===== src/rtl/cip_pkg.sv =====
`default_nettype none

package cip_pkg;

   // Source store geometry.
   localparam int MAX_WIDTH  = 512;
   localparam int MAX_HEIGHT = 512;
   localparam int COL_BITS   = $clog2(MAX_WIDTH);
   localparam int ROW_BITS   = $clog2(MAX_HEIGHT);
   localparam int ADDR_BITS  = ROW_BITS + COL_BITS;
   localparam int INT_BITS   = (COL_BITS > ROW_BITS) ? COL_BITS : ROW_BITS;

   // Configuration and derived size widths.
   localparam int DIM_BITS  = 10;
   localparam int RSZ_BITS  = 19;
   localparam int OFS_BITS  = 18;
   localparam int FRAC_BITS = 16;
   localparam int NUM_BITS  = RSZ_BITS + INT_BITS;
   localparam int QUO_BITS  = INT_BITS + FRAC_BITS;
   localparam int DER_CNT_BITS = $clog2(RSZ_BITS);

   // Position divider: stages times steps per stage covers every quotient bit.
   localparam int DIV_STAGES = 5;
   localparam int DIV_STEPS  = (QUO_BITS + DIV_STAGES - 1) / DIV_STAGES;
   localparam int FRONT_STAGES = 2 + DIV_STAGES;

   // Result queue.
   localparam int FIFO_DEPTH    = 8;
   localparam int FIFO_PTR_BITS = $clog2(FIFO_DEPTH);
   localparam int FIFO_CNT_BITS = FIFO_PTR_BITS + 1;

   // Register file.
   localparam int CSR_ADDR_BITS = 4;
   localparam int CSR_DATA_BITS = 32;
   localparam logic [1:0] REG_SOURCE_WIDTH  = 2'd0;
   localparam logic [1:0] REG_SOURCE_HEIGHT = 2'd1;
   localparam logic [1:0] REG_TARGET_SIZE   = 2'd2;
   localparam logic [DIM_BITS-1:0] RESET_SOURCE_WIDTH  = 10'd512;
   localparam logic [DIM_BITS-1:0] RESET_SOURCE_HEIGHT = 10'd512;
   localparam logic [DIM_BITS-1:0] RESET_TARGET_SIZE   = 10'd224;

   // Request and result codes.
   localparam logic ACT_WRITE = 1'b0;
   localparam logic ACT_QUERY = 1'b1;
   localparam logic STATUS_OK    = 1'b0;
   localparam logic STATUS_RANGE = 1'b1;
   localparam logic [1:0] CH_RED   = 2'd0;
   localparam logic [1:0] CH_GREEN = 2'd1;
   localparam logic [1:0] CH_BLUE  = 2'd2;

   typedef struct packed {
      logic           action;
      logic [8:0]     row;
      logic [8:0]     col;
      logic [1:0]     channel;
      logic [7:0]     red;
      logic [7:0]     green;
      logic [7:0]     blue;
   } req_item_type;

   typedef struct packed {
      logic signed [15:0] value;
      logic               status;
   } rsp_item_type;

   // Request as it travels down the address pipeline.
   typedef struct packed {
      logic        action;
      logic        bad;
      logic [1:0]  channel;
      logic [8:0]  row;
      logic [8:0]  col;
      logic [23:0] pixel;
   } tag_type;

   typedef enum logic [1:0] {
      DER_IDLE,
      DER_LOAD,
      DER_DIV,
      DER_DONE
   } der_state_type;

   // One restoring division step: returns the quotient bit over the new remainder.
   function automatic logic [RSZ_BITS:0] div_step(input logic [RSZ_BITS-1:0] rem,
                                                  input logic bit_in,
                                                  input logic [RSZ_BITS-1:0] divisor);
      logic [RSZ_BITS:0] trial;
      logic [RSZ_BITS:0] diff;
      trial = {rem, bit_in};
      diff  = trial - {1'b0, divisor};
      if (trial >= {1'b0, divisor}) begin
         div_step = {1'b1, diff[RSZ_BITS-1:0]};
      end else begin
         div_step = {1'b0, trial[RSZ_BITS-1:0]};
      end
   endfunction

   // Per-channel gain, 2^20 / (255 * std), rounded.
   function automatic logic [13:0] norm_scale(input logic [1:0] ch);
      case (ch)
         CH_RED:   norm_scale = 14'd15308;
         CH_GREEN: norm_scale = 14'd15737;
         CH_BLUE:  norm_scale = 14'd14911;
         default:  norm_scale = 14'd0;
      endcase
   endfunction

   // Per-channel offset, 2^20 * mean / std, rounded.
   function automatic logic [20:0] norm_bias(input logic [1:0] ch);
      case (ch)
         CH_RED:   norm_bias = 21'd1879323;
         CH_GREEN: norm_bias = 21'd1837207;
         CH_BLUE:  norm_bias = 21'd1552123;
         default:  norm_bias = 21'd0;
      endcase
   endfunction

endpackage

`default_nettype wire


===== src/rtl/cip_div_lane.sv =====
`default_nettype none

// Pipelined restoring divider for one source axis. The dividend is
// o * (dim - 1); the quotient carries the integer position and a 16-bit fraction.
module cip_div_lane import cip_pkg::*; (
   input  logic                clock,
   input  logic                enable,
   input  logic [NUM_BITS-1:0] dividend,
   input  logic [RSZ_BITS-1:0] divisor,
   output logic [QUO_BITS-1:0] quotient
);

   logic [RSZ_BITS-1:0] rem_ff  [DIV_STAGES];
   logic [QUO_BITS-1:0] bits_ff [DIV_STAGES];
   logic [QUO_BITS-1:0] quo_ff  [DIV_STAGES];
   logic [RSZ_BITS-1:0] rem_in  [DIV_STAGES];
   logic [QUO_BITS-1:0] bits_in [DIV_STAGES];
   logic [QUO_BITS-1:0] quo_in  [DIV_STAGES];

   // Each stage retires DIV_STEPS quotient bits from its predecessor's remainder.
   always_comb begin
      logic [RSZ_BITS-1:0] r;
      logic [QUO_BITS-1:0] b;
      logic [QUO_BITS-1:0] q;
      logic [RSZ_BITS:0]   step;
      for (int s = 0; s < DIV_STAGES; s++) begin
         if (s == 0) begin
            r = dividend[NUM_BITS-1 -: RSZ_BITS];
            b = {dividend[NUM_BITS-RSZ_BITS-1:0], {FRAC_BITS{1'b0}}};
            q = '0;
         end else begin
            r = rem_ff[s-1];
            b = bits_ff[s-1];
            q = quo_ff[s-1];
         end
         for (int j = 0; j < DIV_STEPS; j++) begin
            step = div_step(r, b[QUO_BITS-1], divisor);
            r    = step[RSZ_BITS-1:0];
            q    = {q[QUO_BITS-2:0], step[RSZ_BITS]};
            b    = {b[QUO_BITS-2:0], 1'b0};
         end
         rem_in[s]  = r;
         bits_in[s] = b;
         quo_in[s]  = q;
      end
   end

   always_ff @(posedge clock) begin
      if (enable) begin
         for (int s = 0; s < DIV_STAGES; s++) begin
            rem_ff[s]  <= rem_in[s];
            bits_ff[s] <= bits_in[s];
            quo_ff[s]  <= quo_in[s];
         end
      end
   end

   assign quotient = quo_ff[DIV_STAGES-1];

endmodule

`default_nettype wire


===== config.mk =====
export PLATFORM = sky130hd
export DESIGN_NAME = cip_div_lane
export DESIGN_NICKNAME = d
export VERILOG_FILES = /design/src/rtl/cip_pkg.sv /design/src/rtl/cip_div_lane.sv
export SDC_FILE = /design/constraint.sdc
export NUM_CORES = 2
export LEC_CHECK = 0
export BUFFER_PORTS_ARGS = -buffer_cell sky130_fd_sc_hd__buf_2
export CAP_MARGIN = 20
export CORE_ASPECT_RATIO = 0.6
export CORE_UTILIZATION = 37
export DETAILED_ROUTE_END_ITERATION = 16
export PLACE_DENSITY = 0.48
export SYNTH_ARGS = -nofsm -noshare
export SYNTH_HDL_FRONTEND = slang
export SYNTH_SLANG_ARGS = --single-unit

===== constraint.sdc =====
create_clock -name clock -period 51.5 [get_ports clock]
set_clock_uncertainty 0.1 [all_clocks]
set_input_delay 10.3 -clock clock [delete_from_list [all_inputs] [get_ports clock]]
set_output_delay 10.3 -clock clock [all_outputs]
set_load 0.005 [all_outputs]

=== Word level (Yosys, flattened, before mapping) ===
Memory sizes are Yosys's and may differ from the RTL's.
Index checks and enable logic that the tools add are counted.

* Flip-flop bits (word level): 0
* Bits in latches: 0
* Memory bits (writable): 320
* Memory bits (read-only): 0
* Bits of input ports: 49
* Output and inout port bits: 25
* Word-level logic and storage cells: 80
* Memories kept: 3

* Add/subtract/negate cells: 25
* Multipliers: 0
* Divide/modulo/power cells: 0
* $lt $le $gt $ge: 25
* Equality and inequality tests: 0
* Shift operators: 0
* Muxes and demuxes: 27
* Bitwise gates (word level): 0
* Reductions and logical operators: 0

{| class="wikitable"
|+ Memory list
! name !! words !! bits a word !! rd ports !! clocked after memory_dff !! wr ports !! RTL line !! text
|-
| quo_ff || 5 || 25 || 5 || 0 || 5 || cip_div_lane.sv:15 || <nowiki>logic [QUO_BITS-1:0] quo_ff [DIV_STAGES];</nowiki>
|-
| bits_ff || 5 || 20 || 4 || 0 || 5 || cip_div_lane.sv:14 || <nowiki>logic [QUO_BITS-1:0] bits_ff [DIV_STAGES];</nowiki>
|-
| rem_ff || 5 || 19 || 4 || 0 || 5 || cip_div_lane.sv:13 || <nowiki>logic [RSZ_BITS-1:0] rem_ff [DIV_STAGES];</nowiki>
|}

{| class="wikitable"
|+ Operators with widths
! cell !! number
|-
| >= comparator 20 x 19 -> 1 bit || 25
|-
| two-way mux 20 bit || 25
|-
| subtractor 19 bit || 25
|-
| two-way mux 1 bit || 2
|}

=== Logic depth before layout (Yosys ltp) ===
An unclocked memory read counts as a cell.

* Depth after elaboration: 11
* Mapped depth: 69
* Depth with buffers taken out: 62

=== Worst setup path before layout ===
No wires, ideal clock.

* Path kind: input port to flip-flop
* Start point: in divisor[1]
* End point: mem rem_ff[0][11] (data pin)
* Setup time: 278 ps
* Arrival time: 23364 ps
* Data required time: 51122 ps
* Setup slack: 27757 ps
* Cell stages on the path: 59
* Buffers on the path: 8
* Cell sequence: inv_1 fa_1 a211oi_1 o21ai_0 a31oi_1 a22oi_1 o21ai_1 buf_2 inv_1 buf_1 mux2_2 ha_1 nand3_1 or4_1 nor3_1 or4_1 o21ai_0 o211ai_1 [23 not listed] o2111a_1 buf_2 buf_1 mux2i_1 ha_1 nor2b_1 o21ai_0 a21oi_1 o21ai_0 a21oi_1 o41ai_1 o211ai_1 o311ai_0 o2bb2ai_1 nand3_1 clkbuf_1 nand3_1 o221ai_1

{| class="wikitable"
|+ RTL lines
! element !! RTL line !! text
|-
| start, declared || cip_div_lane.sv:9 || <nowiki>input logic [RSZ_BITS-1:0] divisor,</nowiki>
|-
| end, declared || cip_div_lane.sv:13 ||
|}

==> flow_summary.ini <==
[status]
status = completed

[finish]
utilization_pct = 40.6
final_nets = 4448
drive_gt1_share_pct = 11.8
area_growth_syn_to_layout_pct = 7.53

[yosys]
synth_cell_type_count = 87
seq_area_frac_synth_pct = 15.0
synthesis.area_sq_um = 31000
synth_top_cells_by_count = ha_1 (462), nor2_1 (350), a21oi_1 (323)
synth_largest_area_cell = ha_1
syn_area_per_cell_sq_um = 8.01
synth_ff_type = edfxtp_1
async_reset_ff_share_pct = 0
synth_warnings = 0
synth_edf_count = 155
syn_inst = 3874
synthTopCellsByArea = ha_1 (19%), edfxtp_1 (15%), mux2_2 (7.6%)
synth_fp_nets = 4398
yosysTopAreaCellShare_pct = 18.6
yosysMostFrequentCell = ha_1
synth-seq-cells = 155

[critical_path]
setup.worst_path.end = rem_ff[0][44]
worst-r2r-setup-slack_ps = 35290
cp.arrival_ps = 26600
crit_slowest_cell = and3_1
end_kind = register
r2r_cells = 53
crit_required_ps = 51690
start_kind = input pin
worstPathMaxFanout = 33
timing.critical_path.mode_cell = o21a_1
setup.worst_path.start = divisor[0]
r2r-end = rem_ff[0][44]
path_class = input pin to register
max_stage_delay_ps = 660
r2r_start = rem_ff[0][29]

[timing]
period_minus_slack_ps = 26410
finalCritPeriodShare_pct = 51.3
fmaxAchievable_ghz = 0.0379
maxSlewHeadroom_pct = 22.5
hold_viol = 0
finalSetupViolCount = 0
rsz0062_at_grt = false
worst_slew_pin_slew_ps = 1150
finalSetupTns_ps = 0
slew_viol_final = 0

[global_routing]
grt_max_degree = 54
gr-total-overflow = 0
antenna_found_initial = 4
grt_first_pass_wirelength_mm = 164
grt_util_all_layers_pct = 25.4
grt_pass1_vias = 25951

[placed_design]
portBuffers = 73
dpl.hpwl_mm = 84.7
place_congestion = 0.906

[floorplan]
start_util_pct = 37.7
ios = 74
rows = 81
die_area_sq_um = 85100
fp.coreArea_sq_um = 82300
die_w_um = 376
die_height_um = 226

[cts]
cts_resized = 0
cts_tree = done
clk_latency_ps = 530
clock_path_buffers = 2
cts-root-buf = clkbuf_16
cts_hold_buf = 0
cts_inserted_buffers = 17
cts_setup_buffers = 0
htreeDepth = 4
cts.sinks = 155
clk_pin_slew_ps = 80

[detailed_routing]
drc = 0
wire_per_inst_um = 21.6
viasPerCell = 5.76
vias = 29167
drtAntennaViolNets = 0
dr.pass1.iters = 5
wirelength_mm = 109
drt_iter0_drc = 2694

[flow_run]
cap_violations = 0

[worst_hold_path]
hold_path.class = register to register
==> worst min path at each step <==
stage / start / slack, ps / cells after the start / endpoint
3_3_place_gp: quo_ff[0][59] / 300 / 0 / quo_ff[0][89]
3_5_place_dp: quo_ff[0][87] / 300 / 0 / quo_ff[0][117]
4_1_cts: quo_ff[0][54] / 320 / 0 / quo_ff[0][84]
5_1_grt: quo_ff[0][76] / 320 / 0 / quo_ff[0][106]
6_report: quo_ff[0][76] / 320 / 0 / quo_ff[0][106]
2_1_floorplan: quo_ff[0][75] / 300 / 0 / quo_ff[0][105]
==> layer usage <==
metal	wire length [um]	part of all wire, %	global-route usage (%)
met1	59600	55	40.9
met2	39200	36	32.9
met3	8820	8.1	5.76
met4	1600	1.5	5.27
met5	0	0	0
==> worst max-delay path: cells and delay by family <==
family                     cells  cell delay [ps]
AOI/OAI and AO/OA             28             7260
buffers and inverters         10             2670
and+or+nand+nor               11             2820
adders and majority gates      5             1890
muxes                          4             1570
==> registers in the layout (all words and copies together) (netlist names) <==
| signal | count |
|---|---|
| bits_ff | 4 |
| quo_ff | 75 |
| rem_ff | 76 |
==> cells in the final DEF (no fill, tap or decap), drive strengths merged, types with 25 or more instances in the layout <==
cell / Yosys / final
and3: 45 / 45
nand4: 53 / 53
edfxtp: 155 / 155
a21boi: 39 / 39
nand2b: 63 / 63
a21oi: 323 / 323
xor2: 101 / 101
a211oi: 33 / 33
nand2: 304 / 304
nor2b: 70 / 70
nor3: 99 / 99
mux2: 218 / 218
buf: 65 / 131
inv: 167 / 172
a31oi: 25 / 25
o21a: 89 / 89
nor2: 351 / 351
xnor2: 210 / 210
nand3: 76 / 76
o31ai: 35 / 35
or2: 25 / 25
mux2i: 31 / 31
o211ai: 32 / 32
o21bai: 31 / 31
and2: 29 / 29
or3: 36 / 36
ha: 462 / 462
o21ai: 280 / 280
a21o: 135 / 135
==> kinds of logic after synthesis <==
kind of cell | synth area share, %
DFF | 15.0
buffers and inverters | 3.72
xor gates and xnor gates | 8.77
and+or+nand+nor | 18.6
adders and majority gates | 19.5
muxes | 9.00
AOI/OAI and AO/OA | 25.4
==> metrics by stage <==
stage / setup slack (ps) / cell area, sq um / hold slack (ps) / cells
6_report: 25090 / 33400 / 315 / 5061
5_1_grt: 23880 / 33400 / 320 / 5058
4_1_cts: 25310 / 33300 / 319 / 5056
3_5_place_dp: 24800 / 32800 / 305 / 5024
3_3_place_gp: 24470 / 32700 / 301 / 5023
2_1_floorplan: 27760 / 31000 / 300 / 3874
==> cell type report <==
cell class,count,area [sq um]
antenna,4,10.0
clock buffer,17,425
clock inverter,15,156
fill,8445,48900
inverter,167,629
multi-input combinational,3451,25300
sequential,155,4650
tap,1120,1400
timing repair buffer,132,845
Power is not shown: default switching activity piles up to over one toggle a cycle in this logic, so the estimate is an artifact.
